--- config.mk ---
export PLATFORM = sky130hd
export DESIGN_NAME = adam_upd_sqrt_cell
export DESIGN_NICKNAME = d
export VERILOG_FILES = /design/src/design/adam_upd_pkg.sv /design/src/design/adam_upd_sqrt_cell.sv
export SDC_FILE = /design/constraint.sdc
export NUM_CORES = 1
export LEC_CHECK = 0
export BUFFER_PORTS_ARGS = -buffer_cell sky130_fd_sc_hd__buf_2
export CORE_AREA = 2 2 198 200
export CTS_CLUSTER_SIZE = 28
export DETAILED_ROUTE_END_ITERATION = 7
export DIE_AREA = 0 0 200 202
export RECOVER_POWER = 25
export SKIP_CTS_REPAIR_TIMING = 1
export SLEW_MARGIN = 10
export SYNTH_ARGS = -nofsm -noshare
export SYNTH_HDL_FRONTEND = slang
export SYNTH_SLANG_ARGS = --single-unit
export TNS_END_PERCENT = 10
--- constraint.sdc ---
create_clock -name aclk -period 2.3 [get_ports aclk]
set_input_delay 0.115 -clock aclk [delete_from_list [all_inputs] [get_ports aclk]]
set_output_delay 0.115 -clock aclk [all_outputs]
set_load 0.1 [all_outputs]
--- src/design/adam_upd_pkg.sv ---
// ============================================================================
// adam_upd_pkg - shared types and constants of the Adam update core
// Fixed-point widths, register codes, reset values, the records that move
// through the cell chains, and the saturation helper.
// ============================================================================
package adam_upd_pkg;

    // Number formats
    localparam int WORD_WIDTH     = 32;
    localparam int FRACTION_BITS  = 16;
    localparam int DECAY_BITS     = 24;
    localparam int V_WIDTH        = WORD_WIDTH - 1;
    localparam int EPS_WIDTH      = 16;

    // Square root chain: one result bit per cell
    localparam int ROOT_WIDTH     = 24;
    localparam int RAD_WIDTH      = 2 * ROOT_WIDTH;
    localparam int SQ_REM_WIDTH   = ROOT_WIDTH + 2;

    // Divider chain: one quotient bit per cell
    localparam int DEN_WIDTH      = ROOT_WIDTH + 1;
    localparam int NUM_WIDTH      = DECAY_BITS + WORD_WIDTH;
    localparam int QUO_WIDTH      = 40;

    // Configuration port
    localparam int CFG_IDX_WIDTH  = 8;
    localparam int CFG_DATA_WIDTH = 24;

    typedef enum logic [CFG_IDX_WIDTH-1:0] {
        CFG_FIRST_DECAY   = 8'd0,
        CFG_SECOND_DECAY  = 8'd1,
        CFG_LEARNING_RATE = 8'd2,
        CFG_EPSILON       = 8'd3
    } cfg_index_t;

    localparam logic [DECAY_BITS-1:0] FIRST_DECAY_RST   = 24'd15099494;
    localparam logic [DECAY_BITS-1:0] SECOND_DECAY_RST  = 24'd16760438;
    localparam logic [DECAY_BITS-1:0] LEARNING_RATE_RST = 24'd16777;
    localparam logic [EPS_WIDTH-1:0]  EPSILON_RST       = 16'd1;

    typedef struct packed {
        logic [DECAY_BITS-1:0] first_decay;
        logic [DECAY_BITS-1:0] second_decay;
        logic [DECAY_BITS-1:0] learning_rate;
        logic [EPS_WIDTH-1:0]  epsilon;
    } cfg_t;

    // Values that ride along with an element to the end
    typedef struct packed {
        logic signed [WORD_WIDTH-1:0] m_new;
        logic [V_WIDTH-1:0]           v_new;
        logic signed [WORD_WIDTH-1:0] w;
        logic                         last;
    } carry_t;

    typedef struct packed {
        logic [RAD_WIDTH-1:0]    rad;
        logic [SQ_REM_WIDTH-1:0] rem;
        logic [ROOT_WIDTH-1:0]   root;
        logic [NUM_WIDTH-1:0]    num;
        carry_t                  c;
    } sq_t;

    typedef struct packed {
        logic [QUO_WIDTH-1:0] n;
        logic [DEN_WIDTH-1:0] rem;
        logic [DEN_WIDTH-1:0] denom;
        logic                 zero;
        carry_t               c;
    } div_t;

    typedef struct packed {
        logic signed [WORD_WIDTH-1:0] m_new;
        logic [V_WIDTH-1:0]           v_new;
        logic signed [WORD_WIDTH-1:0] w_new;
        logic                         last;
    } out_t;

    // Saturate a wide signed value to the signed word range
    function automatic logic signed [WORD_WIDTH-1:0] sat_word(input logic signed [37:0] x);
        logic signed [37:0] hi;
        logic signed [37:0] lo;
        hi = 38'sd2147483647;
        lo = -38'sd2147483648;
        if (x > hi) begin
            return 32'sh7fffffff;
        end else if (x < lo) begin
            return 32'sh80000000;
        end
        return x[WORD_WIDTH-1:0];
    endfunction

endpackage

--- src/design/adam_upd_sqrt_cell.sv ---
// ============================================================================
// adam_upd_sqrt_cell - one digit of the integer square root
// Brings down two radicand bits, tries the next root bit and passes the
// partial root and remainder to the next cell.
// ============================================================================
module adam_upd_sqrt_cell (
    input  logic              aclk,
    input  logic              aresetn,
    input  logic              en,
    input  logic              in_valid,
    input  adam_upd_pkg::sq_t in_data,
    output logic              out_valid,
    output adam_upd_pkg::sq_t out_data
);
    import adam_upd_pkg::*;

    logic              valid_reg;
    sq_t               data_reg;
    sq_t               data_next;
    logic [SQ_REM_WIDTH+1:0] rem_sh;
    logic [SQ_REM_WIDTH+1:0] trial;

    // Try one root bit
    always_comb begin
        data_next = in_data;
        rem_sh = {in_data.rem, in_data.rad[RAD_WIDTH-1 -: 2]};
        trial  = {2'b00, in_data.root, 2'b01};
        data_next.rad = {in_data.rad[RAD_WIDTH-3:0], 2'b00};
        if (rem_sh >= trial) begin
            data_next.rem  = SQ_REM_WIDTH'(rem_sh - trial);
            data_next.root = {in_data.root[ROOT_WIDTH-2:0], 1'b1};
        end else begin
            data_next.rem  = rem_sh[SQ_REM_WIDTH-1:0];
            data_next.root = {in_data.root[ROOT_WIDTH-2:0], 1'b0};
        end
    end

    always_ff @(posedge aclk) begin
        if (!aresetn) begin
            valid_reg <= 1'b0;
        end else if (en) begin
            valid_reg <= in_valid;
        end
    end

    always_ff @(posedge aclk) begin
        if (en) begin
            data_reg <= data_next;
        end
    end

    assign out_valid = valid_reg;
    assign out_data  = data_reg;

endmodule

# Word-level counts from Yosys, hierarchy flattened
# Index checks and enable logic that the tools add are counted.
# W data, S select, Z words.
[word_totals]
reg_bits = 249
inputBits = 254
out_inout_bits = 251
wordCells = 12
[op_classes]
add_sub_neg = 1
n_lt_le_gt_ge = 1
mux = 1
[op_table]
columns = ["op", "count"]
rows = [
  ["$mux W50", 1],
  ["$ge A28 B26 Y1", 1],
  ["$sub A26 B26 Y26", 1],
]

# Longest topological paths before layout
[depth]
word_depth = 2
depth_mapped = 11
ltp_nobuf = 10

# Worst setup path before layout
# Ideal clock, no wire load.
[synth_path]
path_kind = "input to register"
from = "in in_data[152] (netlist bit)"
to = "reg data_reg, in the netlist out_data[184], data pin"
arrival_ns = 2.115
path_slack_ns = -0.076
stages = 11
path_buffers = 1
path_cell_list = "inv_1 -> ha_1 -> nand2b_1 -> a211o_1 -> a21oi_2 -> o211ai_2 -> a31oi_2 -> nor2_2 -> o21ai_4 -> buf_12 -> mux2_4"
[synth_lines]
columns = ["element", "line_no", "rtl"]
rows = [
  ["start: declaration", "adam_upd_sqrt_cell.sv:11", "input adam_upd_pkg::sq_t in_data,"],
  ["end signal: assignment", "adam_upd_sqrt_cell.sv:48", "data_reg <= data_next;"],
  ["end: declaration", "adam_upd_sqrt_cell.sv:18", "sq_t data_reg;"],
]

==> summary.md <==
| Metric | Value |
|---|---|
| Status | `finished, violations left` |
| Failing checks | `capacitance limit, slew limit` |
| Asr flop ratio synth | `0%` |
| First drt pass iteration count | `5` |
| EDFF count, synth | `248` |
| Layout cell share with drive strength beyond 1 | `47.5%` |
| Hold Path End | `out_data[201]` |
| Clk sinks | `249` |
| Total Routing Usage GR | `15.2%` |
| Mapped Cells | `500` |
| Synth unique cells | `51` |
| HP Start | `in_data[199]` |
| Reg-to-reg endpoint | `out_valid` |
| Total grt overflow | `0` |
| Core box area | `0.0383 mm2` |
| Vias in the first global route | `7021` |
| First-pass GRT wire length | `44600 um` |
| Reg-to-Reg Start | `out_valid` |
| Iter 0 DRT Violations | `318` |
| Routability cong. | `0.807` |
| Routed len/inst | `18.9 um` |
| Fmax | `464 MHz` |
| Peak supply drop | `0.711 mV` |
| Starting Density | `24.4%` |
| Fin. Hold Viols | `0` |
| Root Buffer | `clkbuf_16` |
| Die ar. | `0.0404 mm2` |
| Hold Crit Class | `input port to flip-flop` |
| Bufs on Longest Clock Path | `3` |
| Post-DP HPWL | `26000 um` |
| Dominant synthesized flop cell | `edfxtp_1` |
| CP required | `2.62 ns` |
| Vias post-DR | `7822` |
| Cell area after synthesis | `0.00933 mm2` |
| Htree depth | `1` |
| Via density | `4.11` |
| Fin nets | `1644` |
| Setup Skew | `0 ns` |
| # fillers | `3451` |
| Area grow syn2layout | `77.2%` |
| Worst setup EP type | `flip-flop` |
| CTS tree | `built` |
| Die X | `200 um` |
| Share of the yosys chip area belonging to registers | `80.1%` |
| Crit path max fanout | `16` |
| Setup Viol. Count Final | `0` |
| Clk Latency, worst-skew pair | `0.55 ns` |
| Final WL | `36100 um` |
| Worst setup SP type | `input port` |
| Die Y | `202 um` |
| Least-Margin Pin Slew | `1.89 ns` |
| RSZ-0062 raised after global routing | `no` |
| Antenna Violating Nets Remaining | `0` |
| Final critical-path required period | `2.16 ns` |
| CTS buffer count | `29` |
| Slew HR | `-25.9%` |
| Setup slack after layout | `0.144 ns` |
| Sum of negative setup slack | `0 ns` |
| Cell leakage power | `7.27 nW` |
| Avg Cell Area, Syn | `18.7 um2` |
| R2r setup slk | `1.07 ns` |
| Initial antenna violation count | `3` |
| Storage cell area | `0.00747 mm2` |
| WS Path Type | `input port to flip-flop` |
| Area of the multi-input gates | `0.00169 mm2` |
| Worst EP arrival | `2.47 ns` |
| Setup slack at placement | `-0.285 ns` |
| Worst-path clk slew | `0.06 ns` |
| MaxCap Viol Count | `1` |
| Power Density | `896 mW/mm2` |
| Final period utilization | `93.7%` |
| Worst-case reg-to-reg path depth | `3` |
| Largest net degree at the start of global routing | `64` |
| Row count | `72` |
| Synth Warn # | `0` |
| Final Slew Violations | `62` |
| FF+latch count, synth | `249` |
| Ports | `505` |
| IO buf count | `502` |
| Number of cells on the worst hold path | `3` |
| DRC | `0` |
[registers in the layout, summed over array words and instances, names as in the netlist]
signal	cells
out_data	248
out_valid	1
[worst max-delay path by stage]
stage                       from            end  slack [ns]  cells past startpoint
floorplan           in_data[152]  out_data[184]       -0.05                     11
global placement    in_data[152]  out_data[195]       -0.20                     12
detailed placement  in_data[152]  out_data[195]       -0.28                     12
CTS                 in_data[152]  out_data[195]        0.33                     12
global route        in_data[197]  out_data[178]       0.007                     10
finish              in_data[197]  out_data[183]        0.14                     10
[metal layers]
metal	track usage [%]	share of wire, %	vias up
li1	-	-	3651
met1	15.0	36	3779
met2	29.9	55	340
met3	5.11	7.2	50
met4	3.28	2.6	2
met5	0	0.036	-
[where the power goes]
part	switching, mW	total [mW]	leakage (nW)	internal (mW)
logic	3.67	4.77	4.40	1.10
registers	0.116	5.58	2.44	5.46
clock network	1.92	4.46	0.435	2.55
total	5.70	14.8	7.27	9.11
[synthesized netlist by cell type, types with 3 or more instances]
cell / count / share of area, %
nor2_1: 16 / 0.64
and3_1: 3 / 0.20
a211oi_1: 6 / 0.48
nor3_1: 6 / 0.32
nand2_1: 21 / 0.85
o21ai_0: 15 / 0.80
and2_1: 3 / 0.20
a21oi_1: 21 / 1.1
nor2b_1: 4 / 0.27
mux2i_1: 3 / 0.32
mux2_2: 6 / 0.72
o21a_1: 3 / 0.24
edfxtp_1: 248 / 80
nand2b_1: 3 / 0.20
xor2_1: 10 / 0.94
inv_1: 30 / 1.2
ha_1: 26 / 3.5
a21o_1: 6 / 0.48
xnor2_1: 13 / 1.2
mux2_4: 16 / 2.6
[cell type report]
class / count / share of cell area (%)
antenna: 2 / 0.0303
clock buffer: 34 / 4.51
clock inverter: 18 / 1.00
inverter: 30 / 0.682
multi-input combinational: 216 / 10.2
sequential: 249 / 45.2
tap: 518 / 3.92
timing repair buffer: 838 / 34.5
[per-stage QoR]
step / cell area (um2) / hold WS [ns] / util [%] / power [mW] / std cells
after detailed placement: 13200 / 0.293 / 34.4 / 10.1 / 1605
after global routing: 16500 / 0.00918 / 43.1 / 15.3 / 1904
after floorplan: 9330 / 0.214 / - / 9.01 / 501
final: 16500 / 0.00806 / 43.2 / 14.8 / 1905
after CTS: 14100 / -0.314 / 36.8 / 14.6 / 1657
after global placement: 13200 / 0.291 / 34.4 / 10.1 / 1605
[critical path: stages]
cell and delay [ns]:
dlygate4sd3_1 0.55, buf_2 0.14, ha_1 0.31, nand4_1 0.13
nor3_1 0.16, and4_1 0.26, nor2_2 0.06, o21ai_4 0.19
buf_12 0.21, mux2_2 0.35
[kinds of logic after synthesis]
kind of cell / count (synthesis) / synth area share, %
other: 1 / 0.0402
xor gates and xnor gates: 23 / 2.16
AOI/OAI and AO/OA: 72 / 5.12
buffers and inverters: 36 / 1.91
DFF: 249 / 80.1
adders and majority gates: 26 / 3.49
muxes: 25 / 3.62
and+or+nand+nor: 68 / 3.60
[layout by cell type (no fill, tap or decap), types with 3 or more instances in the layout]
master,Yosys,routed
xnor2_1,13,13
mux2_2,6,6
dlygate4sd3_1,0,246
nand2b_1,3,3
a211oi_1,6,6
buf_2,2,496
o21ai_0,15,15
clkbuf_16,0,29
and3_1,3,3
o21a_1,3,3
buf_12,2,4
clkinvlp_4,0,4
and2_1,3,3
clkbuf_1,0,10
mux2_4,16,16
nand2_1,21,21
xor2_1,10,10
a21oi_1,21,21
nor2b_1,4,4
clkinv_2,0,5
edfxtp_1,248,248
ha_1,26,26
nor2_1,16,16
inv_1,30,30
nor3_1,6,6
clkinv_1,0,5
mux2i_1,3,3
a21o_1,6,6
buf_4,2,86
Power figures use the tool's default switching activity.
